## src/rtl/ordered_array_engine_top_macros.svh

```systemverilog
// ----------------------------------------------------------------------------
// Ordered array engine assertion macros
// Shared concurrent assertion forms, clocked on clk_i and disabled in reset.
// ----------------------------------------------------------------------------
`ifndef ORDERED_ARRAY_ENGINE_TOP_MACROS_SVH
`define ORDERED_ARRAY_ENGINE_TOP_MACROS_SVH

// Same-cycle implication.
`define OAE_ASSERT_NOW(lbl, ante, cons, msg) \
  lbl: assert property (@(posedge clk_i) disable iff (!rst_ni) (ante) |-> (cons)) \
    else $error(msg);

// Next-cycle implication.
`define OAE_ASSERT_NEXT(lbl, ante, cons, msg) \
  lbl: assert property (@(posedge clk_i) disable iff (!rst_ni) (ante) |=> (cons)) \
    else $error(msg);

`endif

```

## src/rtl/oae_pkg.sv

```systemverilog
// ----------------------------------------------------------------------------
// Ordered array engine package
// Command and status codes, sequencer states and the result beat type.
// ----------------------------------------------------------------------------
`default_nettype none

package oae_pkg;

  localparam int unsigned DepthDef     = 1024;
  localparam int unsigned DataWidthDef = 32;

  typedef enum logic [2:0] {
    CMD_APPEND  = 3'd0,
    CMD_INSERT  = 3'd1,
    CMD_EDIT    = 3'd2,
    CMD_DELETE  = 3'd3,
    CMD_SEARCH  = 3'd4,
    CMD_REVERSE = 3'd5,
    CMD_SORT    = 3'd6,
    CMD_READ    = 3'd7
  } cmd_e;

  typedef enum logic [1:0] {
    STS_OK        = 2'd0,
    STS_BAD_INDEX = 2'd1,
    STS_FULL      = 2'd2,
    STS_NOT_FOUND = 2'd3
  } status_e;

  typedef enum logic [4:0] {
    ST_IDLE,
    ST_RD_WAIT,
    ST_INS_RD,
    ST_INS_WR,
    ST_INS_PUT,
    ST_DEL_RD,
    ST_DEL_WR,
    ST_SR_RD,
    ST_SR_CMP,
    ST_RV_RI,
    ST_RV_RJ,
    ST_RV_WI,
    ST_RV_WJ,
    ST_SO_RK,
    ST_SO_LK,
    ST_SO_CMP,
    ST_SO_WK
  } state_e;

  typedef struct packed {
    status_e            status;
    logic [9:0]         found_position;
    logic signed [31:0] read_data;
    logic [10:0]        element_total;
  } result_t;

endpackage

`default_nettype wire

```

## src/rtl/oae_seq.sv

```systemverilog
// ----------------------------------------------------------------------------
// Ordered array engine sequencer
// Walks the element store through the RAM's read and write ports and produces the result beat.
// ----------------------------------------------------------------------------
`default_nettype none

module oae_seq #(
  parameter int unsigned Depth     = oae_pkg::DepthDef,
  parameter int unsigned DataWidth = oae_pkg::DataWidthDef,
  localparam int unsigned Aw       = $clog2(Depth),
  localparam int unsigned Cw       = $clog2(Depth + 1)
) (
  input  wire logic                    clk_i,
  input  wire logic                    rst_ni,
  input  wire logic                    start,
  input  wire oae_pkg::cmd_e           cmd_i,
  input  wire logic [9:0]              pos_i,
  input  wire logic signed [31:0]      val_i,
  output logic                         busy,
  output logic                         done_o,
  output oae_pkg::result_t             res_o,
  output logic                         mem_we_o,
  output logic [Aw-1:0]                mem_waddr_o,
  output logic [DataWidth-1:0]         mem_wdata_o,
  output logic                         mem_re_o,
  output logic [Aw-1:0]                mem_raddr_o,
  input  wire logic [DataWidth-1:0]    mem_rdata_i
);

  localparam int unsigned Mw = (Cw > 10) ? Cw : 10;

  oae_pkg::state_e  state_q, state_d;
  logic [Cw-1:0]    count_q, count_d;
  logic [Cw-1:0]    i_q, i_d, j_q, j_d, pos_q, pos_d;
  logic [DataWidth-1:0] val_q, val_d, key_q, key_d;
  logic             done_q, done_d;
  oae_pkg::result_t res_q, res_d;

  logic [Mw-1:0]    pos_w, cnt_w;
  logic [Cw:0]      i_p1, i_p2, j_p1;
  logic [DataWidth-1:0] val_in;

  assign pos_w  = Mw'(pos_i);
  assign cnt_w  = Mw'(count_q);
  assign i_p1   = {1'b0, i_q} + (Cw+1)'(1);
  assign i_p2   = {1'b0, i_q} + (Cw+1)'(2);
  assign j_p1   = {1'b0, j_q} + (Cw+1)'(1);
  assign val_in = DataWidth'(val_i);

  always_ff @(posedge clk_i or negedge rst_ni) begin
    if (!rst_ni) begin
      state_q <= oae_pkg::ST_IDLE;
      count_q <= '0;
      done_q  <= 1'b0;
    end else begin
      state_q <= state_d;
      count_q <= count_d;
      done_q  <= done_d;
    end
  end

  always_ff @(posedge clk_i) begin
    i_q   <= i_d;
    j_q   <= j_d;
    pos_q <= pos_d;
    val_q <= val_d;
    key_q <= key_d;
    res_q <= res_d;
  end

  always_comb begin
    state_d     = state_q;
    count_d     = count_q;
    i_d         = i_q;
    j_d         = j_q;
    pos_d       = pos_q;
    val_d       = val_q;
    key_d       = key_q;
    done_d      = 1'b0;
    res_d       = res_q;
    mem_we_o    = 1'b0;
    mem_waddr_o = j_q[Aw-1:0];
    mem_wdata_o = mem_rdata_i;
    mem_re_o    = 1'b0;
    mem_raddr_o = i_q[Aw-1:0];

    case (state_q)
      oae_pkg::ST_IDLE: begin
        if (start) begin
          res_d.status         = oae_pkg::STS_OK;
          res_d.found_position = '0;
          res_d.read_data      = '0;
          val_d = val_in;
          pos_d = Cw'(pos_i);
          case (cmd_i)
            oae_pkg::CMD_APPEND: begin
              done_d = 1'b1;
              if (count_q == Cw'(Depth)) begin
                res_d.status = oae_pkg::STS_FULL;
              end else begin
                mem_we_o    = 1'b1;
                mem_waddr_o = count_q[Aw-1:0];
                mem_wdata_o = val_in;
                count_d     = count_q + Cw'(1);
              end
            end
            oae_pkg::CMD_INSERT: begin
              if (pos_w > cnt_w) begin
                done_d = 1'b1;
                res_d.status = oae_pkg::STS_BAD_INDEX;
              end else if (count_q == Cw'(Depth)) begin
                done_d = 1'b1;
                res_d.status = oae_pkg::STS_FULL;
              end else begin
                j_d     = count_q;
                state_d = oae_pkg::ST_INS_RD;
              end
            end
            oae_pkg::CMD_EDIT: begin
              done_d = 1'b1;
              if (pos_w >= cnt_w) begin
                res_d.status = oae_pkg::STS_BAD_INDEX;
              end else begin
                mem_we_o    = 1'b1;
                mem_waddr_o = Aw'(pos_i);
                mem_wdata_o = val_in;
              end
            end
            oae_pkg::CMD_DELETE: begin
              if (pos_w >= cnt_w) begin
                done_d = 1'b1;
                res_d.status = oae_pkg::STS_BAD_INDEX;
              end else begin
                j_d     = Cw'(pos_i);
                state_d = oae_pkg::ST_DEL_RD;
              end
            end
            oae_pkg::CMD_SEARCH: begin
              if (count_q == '0) begin
                done_d = 1'b1;
                res_d.status = oae_pkg::STS_NOT_FOUND;
              end else begin
                j_d     = '0;
                state_d = oae_pkg::ST_SR_RD;
              end
            end
            oae_pkg::CMD_REVERSE: begin
              if (count_q <= Cw'(1)) begin
                done_d = 1'b1;
              end else begin
                i_d     = '0;
                j_d     = count_q - Cw'(1);
                state_d = oae_pkg::ST_RV_RI;
              end
            end
            oae_pkg::CMD_SORT: begin
              if (count_q <= Cw'(1)) begin
                done_d = 1'b1;
              end else begin
                i_d     = Cw'(1);
                state_d = oae_pkg::ST_SO_RK;
              end
            end
            default: begin
              if (pos_w >= cnt_w) begin
                done_d = 1'b1;
                res_d.status = oae_pkg::STS_BAD_INDEX;
              end else begin
                mem_re_o    = 1'b1;
                mem_raddr_o = Aw'(pos_i);
                state_d     = oae_pkg::ST_RD_WAIT;
              end
            end
          endcase
        end
      end

      oae_pkg::ST_RD_WAIT: begin
        res_d.read_data = 32'(signed'(mem_rdata_i));
        done_d  = 1'b1;
        state_d = oae_pkg::ST_IDLE;
      end

      // Insert: move elements up from the top, then drop the new value in.
      oae_pkg::ST_INS_RD: begin
        if (j_q > pos_q) begin
          mem_re_o    = 1'b1;
          mem_raddr_o = Aw'(j_q - Cw'(1));
          state_d     = oae_pkg::ST_INS_WR;
        end else begin
          state_d = oae_pkg::ST_INS_PUT;
        end
      end
      oae_pkg::ST_INS_WR: begin
        mem_we_o = 1'b1;
        j_d      = j_q - Cw'(1);
        state_d  = oae_pkg::ST_INS_RD;
      end
      oae_pkg::ST_INS_PUT: begin
        mem_we_o    = 1'b1;
        mem_waddr_o = pos_q[Aw-1:0];
        mem_wdata_o = val_q;
        count_d     = count_q + Cw'(1);
        done_d      = 1'b1;
        state_d     = oae_pkg::ST_IDLE;
      end

      // Delete: move elements down from the hole to the end.
      oae_pkg::ST_DEL_RD: begin
        if (j_p1 < {1'b0, count_q}) begin
          mem_re_o    = 1'b1;
          mem_raddr_o = Aw'(j_p1);
          state_d     = oae_pkg::ST_DEL_WR;
        end else begin
          count_d = count_q - Cw'(1);
          done_d  = 1'b1;
          state_d = oae_pkg::ST_IDLE;
        end
      end
      oae_pkg::ST_DEL_WR: begin
        mem_we_o = 1'b1;
        j_d      = Cw'(j_p1);
        state_d  = oae_pkg::ST_DEL_RD;
      end

      oae_pkg::ST_SR_RD: begin
        mem_re_o    = 1'b1;
        mem_raddr_o = j_q[Aw-1:0];
        state_d     = oae_pkg::ST_SR_CMP;
      end
      oae_pkg::ST_SR_CMP: begin
        if (mem_rdata_i == val_q) begin
          res_d.found_position = 10'(j_q);
          done_d  = 1'b1;
          state_d = oae_pkg::ST_IDLE;
        end else if (j_p1 < {1'b0, count_q}) begin
          j_d     = Cw'(j_p1);
          state_d = oae_pkg::ST_SR_RD;
        end else begin
          res_d.status = oae_pkg::STS_NOT_FOUND;
          done_d  = 1'b1;
          state_d = oae_pkg::ST_IDLE;
        end
      end

      // Reverse: swap the pair at i and j, then step both inward.
      oae_pkg::ST_RV_RI: begin
        mem_re_o    = 1'b1;
        mem_raddr_o = i_q[Aw-1:0];
        state_d     = oae_pkg::ST_RV_RJ;
      end
      oae_pkg::ST_RV_RJ: begin
        key_d       = mem_rdata_i;
        mem_re_o    = 1'b1;
        mem_raddr_o = j_q[Aw-1:0];
        state_d     = oae_pkg::ST_RV_WI;
      end
      oae_pkg::ST_RV_WI: begin
        mem_we_o    = 1'b1;
        mem_waddr_o = i_q[Aw-1:0];
        state_d     = oae_pkg::ST_RV_WJ;
      end
      oae_pkg::ST_RV_WJ: begin
        mem_we_o    = 1'b1;
        mem_wdata_o = key_q;
        i_d         = Cw'(i_p1);
        j_d         = j_q - Cw'(1);
        if (i_p2 < {1'b0, j_q}) begin
          state_d = oae_pkg::ST_RV_RI;
        end else begin
          done_d  = 1'b1;
          state_d = oae_pkg::ST_IDLE;
        end
      end

      // Sort: insertion sort, the key at i sinks past larger elements.
      oae_pkg::ST_SO_RK: begin
        mem_re_o    = 1'b1;
        mem_raddr_o = i_q[Aw-1:0];
        state_d     = oae_pkg::ST_SO_LK;
      end
      oae_pkg::ST_SO_LK: begin
        key_d       = mem_rdata_i;
        j_d         = i_q;
        mem_re_o    = 1'b1;
        mem_raddr_o = Aw'(i_q - Cw'(1));
        state_d     = oae_pkg::ST_SO_CMP;
      end
      oae_pkg::ST_SO_CMP: begin
        if ($signed(mem_rdata_i) > $signed(key_q)) begin
          mem_we_o = 1'b1;
          j_d      = j_q - Cw'(1);
          if (j_q > Cw'(1)) begin
            mem_re_o    = 1'b1;
            mem_raddr_o = Aw'(j_q - Cw'(2));
          end else begin
            state_d = oae_pkg::ST_SO_WK;
          end
        end else begin
          state_d = oae_pkg::ST_SO_WK;
        end
      end
      oae_pkg::ST_SO_WK: begin
        mem_we_o    = 1'b1;
        mem_wdata_o = key_q;
        if (i_p1 < {1'b0, count_q}) begin
          i_d     = Cw'(i_p1);
          state_d = oae_pkg::ST_SO_RK;
        end else begin
          done_d  = 1'b1;
          state_d = oae_pkg::ST_IDLE;
        end
      end

      default: begin
        state_d = oae_pkg::ST_IDLE;
      end
    endcase

    if (done_d) begin
      res_d.element_total = 11'(count_d);
    end
  end

  assign busy   = (state_q != oae_pkg::ST_IDLE);
  assign done_o = done_q;
  assign res_o  = res_q;

endmodule

`default_nettype wire
```

## config.mk

```make
export PLATFORM = sky130hd
export DESIGN_NAME = oae_seq
export DESIGN_NICKNAME = d
export VERILOG_FILES = /design/src/rtl/ordered_array_engine_top_macros.svh /design/src/rtl/oae_pkg.sv /design/src/rtl/oae_seq.sv
export SDC_FILE = /design/constraint.sdc
export NUM_CORES = 1
export LEC_CHECK = 0
export ABC_AREA = 0
export ABC_CLOCK_PERIOD_IN_PS = 7500
export BUFFER_PORTS_ARGS = -buffer_cell sky130_fd_sc_hd__clkbuf_2
export CAP_MARGIN = 25
export CORE_ASPECT_RATIO = 1.2
export CORE_MARGIN = 10
export CORE_UTILIZATION = 35
export CTS_BUF_LIST = sky130_fd_sc_hd__clkbuf_8 sky130_fd_sc_hd__clkbuf_16
export CTS_CLUSTER_DIAMETER = 120
export DETAILED_ROUTE_END_ITERATION = 10
export GPL_TIMING_DRIVEN = 0
export SETUP_SLACK_MARGIN = 0.2
export SLEW_MARGIN = 20
export SYNTH_ARGS = -nofsm -noshare
export SYNTH_HDL_FRONTEND = slang
export SYNTH_SLANG_ARGS = --single-unit
```

## constraint.sdc

```tcl
create_clock -name clk_i -period 7.5 [get_ports clk_i]
set_input_delay 0.375 -clock clk_i [delete_from_list [all_inputs] [get_ports clk_i]]
set_output_delay 0.375 -clock clk_i [all_outputs]
set_load 0.01 [all_outputs]
```

=== Word-level counts from Yosys, hierarchy flattened ===
Cells that the tools add are included.

* Flip-flop bits (word level): 168
* Memories kept: 0
* Input port bits: 80
* Logic and storage cells: 190
* Bits in writable memories: 0
* ROM bits: 0
* Bits in latches: 0

* Divide/modulo/power cells: 0
* Add/sub/neg operators: 8
* Bitwise logic cells: 0
* Shifts and indexed selects: 0
* Equal/unequal tests: 42
* Reduce and logical (&&, ||, !) cells: 25
* Order comparisons: 9
* Multipliers: 0
* Multiplexer cells: 94

{| class="wikitable"
|+ Operators by type and width
! operator !! number
|-
| 11-bit 2-to-1 mux || 17
|-
| 32-bit case mux with 2 select lines || 2
|-
| 10-bit 2-to-1 mux || 11
|-
| 32-bit 2-to-1 mux || 3
|-
| 32-bit case mux with 3 select lines || 1
|-
| 5-bit case mux with 15 select lines || 1
|-
| 11-bit case mux with 3 select lines || 2
|-
| 11-bit case mux with 6 select lines || 1
|-
| 10-bit case mux with 6 select lines || 1
|-
| 5-bit 2-to-1 mux || 10
|-
| 44-bit 2-to-1 mux || 1
|-
| 11-bit case mux with 4 select lines || 1
|-
| 5-bit by 4-bit == test with 1-bit output (second input constant) || 8
|-
| 12-bit by 11-bit < comparator with 1-bit output || 3
|-
| 32-bit == test || 1
|-
| 32-bit greater-than comparator || 1
|-
| 10-bit case mux with 3 select lines || 1
|-
| 5-bit case mux with 6 select lines || 1
|-
| 11-bit by 1-bit adder with 12-bit output (second input constant) || 2
|-
| 12-bit case mux with 2 select lines || 1
|-
| 11-bit case mux with 2 select lines || 1
|-
| 11-bit by 1-bit subtractor with 11-bit output (second input constant) || 2
|-
| 1-bit 2-to-1 mux || 21
|-
| 3-bit != test (second input constant) || 7
|-
| other kinds (48) || 78
|}

=== Logic depth before layout (Yosys ltp) ===
* Depth in word-level cells: 6
* Mapped depth: 14
* Depth with buffers taken out: 13

=== Worst setup path after synthesis ===
No wires, ideal clock.

* Path type: register to output
* From: reg j_q[1]
* To: out mem_raddr_o[0]
* Data arrival time: 3330 ps
* Buffers on the path: 1
* Cell stages (with the launch flop): 15
* Path slack: 3795 ps
* Path through: edfxtp_1 ha_1 nand2_1 nor3_2 nand3_1 xnor2_1 ha_1 a21o_1 a221oi_2 o21ai_1 a21oi_1 o21ai_0 or3_1 buf_4 a221o_1

* Longest elaborated chain between the ends: 4
* Elaborated cells between the ends (all ways): 9
* Classes of those cells: add/sub: 1; order compare: 3; mux: 5

{| class="wikitable"
|+ RTL lines
! what !! RTL line !! text
|-
| from (decl) || oae_seq.sv:34 || <nowiki>logic [Cw-1:0] i_q, i_d, j_q, j_d, pos_q, pos_d;</nowiki>
|-
| from (signal assigned) || oae_seq.sv:64 || <nowiki>j_q <= j_d;</nowiki>
|-
| 11-bit by 1-bit adder with 12-bit output / 11-bit by 1-bit greater-than comparator with 1-bit output (equally long branches) || oae_seq.sv:47, oae_seq.sv:293 ||
|-
| 12-bit by 11-bit < comparator with 1-bit output / 10-bit 2-to-1 mux (equally long branches) || oae_seq.sv:210, oae_seq.sv:293 ||
|-
| 10-bit 2-to-1 mux, on equally long branches || oae_seq.sv:210, oae_seq.sv:290 ||
|-
| 10-bit case mux with 6 select lines (*) || oae_seq.sv:87 || <nowiki>case (state_q)</nowiki>
|-
| to (decl) || oae_seq.sv:26 || <nowiki>output logic [Aw-1:0] mem_raddr_o,</nowiki>
|}

Mark *: on every way between the ends. The rest lies on a longest branch, timed or not.

=== Final worst setup path ===
* From: reg j_q[1]
* To: out mem_raddr_o[6]

* Longest elaborated chain between the ends: 4
* Elaborated cells between the ends (all ways): 11
* Classes of those cells: add/sub: 3; order compare: 3; mux: 5

{| class="wikitable"
|+ RTL lines
! what !! RTL line !! text
|-
| 11-bit by 1-bit adder with 12-bit output (tied with other cells) || oae_seq.sv:47 || <nowiki>assign j_p1 = {1'b0, j_q} + (Cw+1)'(1);</nowiki>
|-
| 12-bit by 11-bit < comparator with 1-bit output / 10-bit 2-to-1 mux (equally long branches) || oae_seq.sv:210, oae_seq.sv:293 ||
|-
| 10-bit 2-to-1 mux, on equally long branches || oae_seq.sv:210, oae_seq.sv:290 ||
|-
| 10-bit case mux with 6 select lines (*) || oae_seq.sv:87 ||
|}

Marked as above.

==> metrics.yaml <==
run_status:
  status: "finished, final reports clean"
sta:
  finClkSkew_ns: 0.0170
  fin_crit_ns: 5.62
  setup_viol: 0
  worstMarginPinSlew_ns: 1.07
  fmax_mhz: 178
  setup_tns_ns: 0
  slew_headroom_pct: 27.5
  whs_ns: 0.0848
  min_period_over_period_pct: 74.9
  rsz0062_at_grt: "no"
  setup_ws_ns: 1.88
  final_max_slew_viol_count: 0
  finalHoldViolCount: 0
critical_path:
  critical_path_arrival_ns: 5.24
  cpMostUsedCell: "ha_1"
  path_max_fanout: 10
  cp_cell_sequence: "ha_1 > nand2_1 > nor3_2 > nand3_1 > xnor2_1 > ha_1 > a21o_1 > a221oi_2 > o21ai_1 > a21oi_1 > o21ai_0 > or3_1 > buf_4 > a221o_1 > clkbuf_2"
  worst_setup_path_start_kind: "register"
  max_stage_delay_ns: 0.78
  worst-path-buf-inv: 2
  endpoint_kind: "output port"
  required_ns: 7.12
  path_delay_family: "compound AO/OA/AOI/OAI gates"
  crit_slowest_cell: "edfxtp_1"
  critPathKind: "reg -> out"
synth:
  synth.most_common_cell: "edfxtp_1"
  synth-edff-count: 151
  synth_top_area_cell: "edfxtp_1"
  syn_inst: 1402
  syn_nets: 1578
  synth.distinct_cells: 86
  synth.avg_cell_area_sq_um: 9.24
  async_flop_share_pct: 10.1
  synth_commonest_cells: "edfxtp_1, nand2_1, o21ai_0"
  netlist_area_sq_mm: 0.0130
  synth_top_area_share_pct: 35.0
  synth_area_leaders: "edfxtp_1, ha_1, o21ai_0"
  ys.flop_type: "edfxtp_1"
  seq_area_frac_synth_pct: 38.3
  ys_ff_latch: 168
  ys_warn_count: 0
clock_tree:
  cts_tree: "done"
  clk_latency_ns: 0.48
  cts_root_buffer: "clkbuf_16"
  cts_buffer_depth: 2
  cts_sinks: 168
  ctsResizeCount: 0
  h-tree-depth: 4
  numCtsBuffers: 17
  clk_pin_slew_ns: 0.09
layout:
  areaGrowthSynthToFinish_pct: 17.7
  multi_input_comb_area_sq_mm: 0.00732
  fill_cells: 3714
  utilization_pct: 41.6
  drive_gt1_share_pct: 16.9
  final_nets: 1791
  regArea_sq_mm: 0.00496
drt:
  vias_per_cell: 6.20
  drtIter0Drc: 1534
  postRouteAntennaNets: 0
  route.vias.total: 13000
  drt-pass1-iter-count: 8
  wire_per_inst_um: 26.7
  wl_mm: 56.2
  drc: 0
flow_run:
  drv_cap: 0
die:
  start_util_pct: 35.3
  die_area_sq_mm: 0.0452
  die_x_um: 196
  die_y_um: 231
  rows: 77
  io_pins: 191
  core_sq_mm: 0.0367
pwr:
  worst_ir_drop_vdd_mv: 0.281
  total_power_mw: 6.73
  leakage_nw: 6.07
  p_per_area_mw_per_mm2: 441
global_routing:
  grt_use_total_pct: 24.0
  antenna_found_initial: 3
  overflow: 0
  grt_first_pass_wirelength_mm: 82.8
  grt_pass1_vias: 12900
  grt_max_degree: 33
min_path:
  min_path_type: "in -> reg"
placement:
  gp_congestion: 1.04
  place_ws_ns: 2.42
  io_buffers: 188
  dpl.hpwl_mm: 43.4
==> per-stage QoR <==
stage	cell area, sq um	cells
2_1_floorplan	13000	1402
3_3_place_gp	14500	2064
3_5_place_dp	14600	2068
4_1_cts	15200	2101
5_1_grt	15300	2104
6_report	15300	2104
==> repair_timing <==
| action | CTS | global route |
|---|---|---|
| hold endpoints to repair | 17 | 0 |
| setup endpoints to repair | 0 | 0 |
| hold buffers | 1 | 0 |
| buffers inserted | 0 | 0 |
==> area by class of cell <==
class                           instances  area share, %
Buffer                                 91           2.49
Clock inverter                         15           1.45
Timing Repair Buffer                  194           6.69
Sequential cell                       168           32.5
Tap cell                              474           3.89
Multi-Input combinational cell       1057           48.0
Antenna cell                            2         0.0328
Inverter                               86           2.12
Clock buffer                           17           2.79
==> kinds of logic (layout without fill, tap and decap cells) <==
family / after synthesis / count (layout) / share of synthesized area (%)
buf+inv: 177 / 403 / 5.43
simple gates: 435 / 435 / 17.3
mux: 13 / 13 / 1.01
flops: 168 / 168 / 38.3
xor+xnor: 87 / 87 / 5.88
compound gates: 426 / 426 / 22.9
fa+ha+maj: 96 / 96 / 9.27
other cells: 0 / 2 / 0
==> power breakdown <==
group / switching [mW] / internal, mW / leakage [nW] / total, mW
Sequential: 0.197 / 1.47 / 1.67 / 1.67
Clock: 0.494 / 0.464 / 0.307 / 0.958
Combinational: 2.76 / 1.34 / 4.10 / 4.10
==> per-layer routing <==
metal,global-route usage (%),routed length [um],up-vias
li1,-,-,5762
met1,28.8,21700,6314
met2,39.1,26400,798
met3,4.29,4750,160
met4,14.7,3380,2
met5,0,11,-
==> placed cells by master (no fill, tap or decap), types with 8 or more instances in the layout <==
cell type,count
nand4_1,23
a21oi_1,99
o211ai_1,15
clkbuf_2,188
buf_2,16
clkbuf_16,17
xor2_1,46
mux2i_1,12
nand2b_1,11
nor3_1,33
clkinv_8,9
a22oi_1,10
a211oi_1,14
a221oi_1,12
inv_1,82
and2_1,45
dfrtp_1,17
ha_1,96
a21o_1,8
a222oi_1,25
a211o_1,25
and3_1,12
nand2_1,124
a31oi_1,9
nor2_1,75
a221o_1,39
o21ai_0,102
nand3_1,43
nor4_1,18
clkbuf_1,67
edfxtp_1,151
xnor2_1,41
==> sequential cells by signal (all words and copies together), names as in the netlist <==
signal and count:
res_o 55, key_q 32, val_q 32, cnt_w 11
i_q 11, j_q 11, pos_q 10, state_q 5
done_o 1
==> final timing paths <==
kind | from | to | slack, ns | cells past startpoint
hold / removal | val_i[6] | val_q[6]$_DFFE_PP_ | 0.08 | 1
min in group asynchronous | rst_ni | cnt_w[3]$_DFF_PN0_ | 0.46 | 2
hold reg to reg | cnt_w[9]$_DFF_PN0_ | cnt_w[9]$_DFF_PN0_ | 0.76 | 2
setup / recovery | j_q[1]$_DFFE_PP_ | mem_raddr_o[6] | 1.88 | 15
setup reg to reg | j_q[1]$_DFFE_PP_ | res_o[10]$_DFFE_PP_ | 2.36 | 13
max in group asynchronous | rst_ni | done_o$_DFF_PN0_ | 6.62 | 2
(Power assumes the default switching activity.)
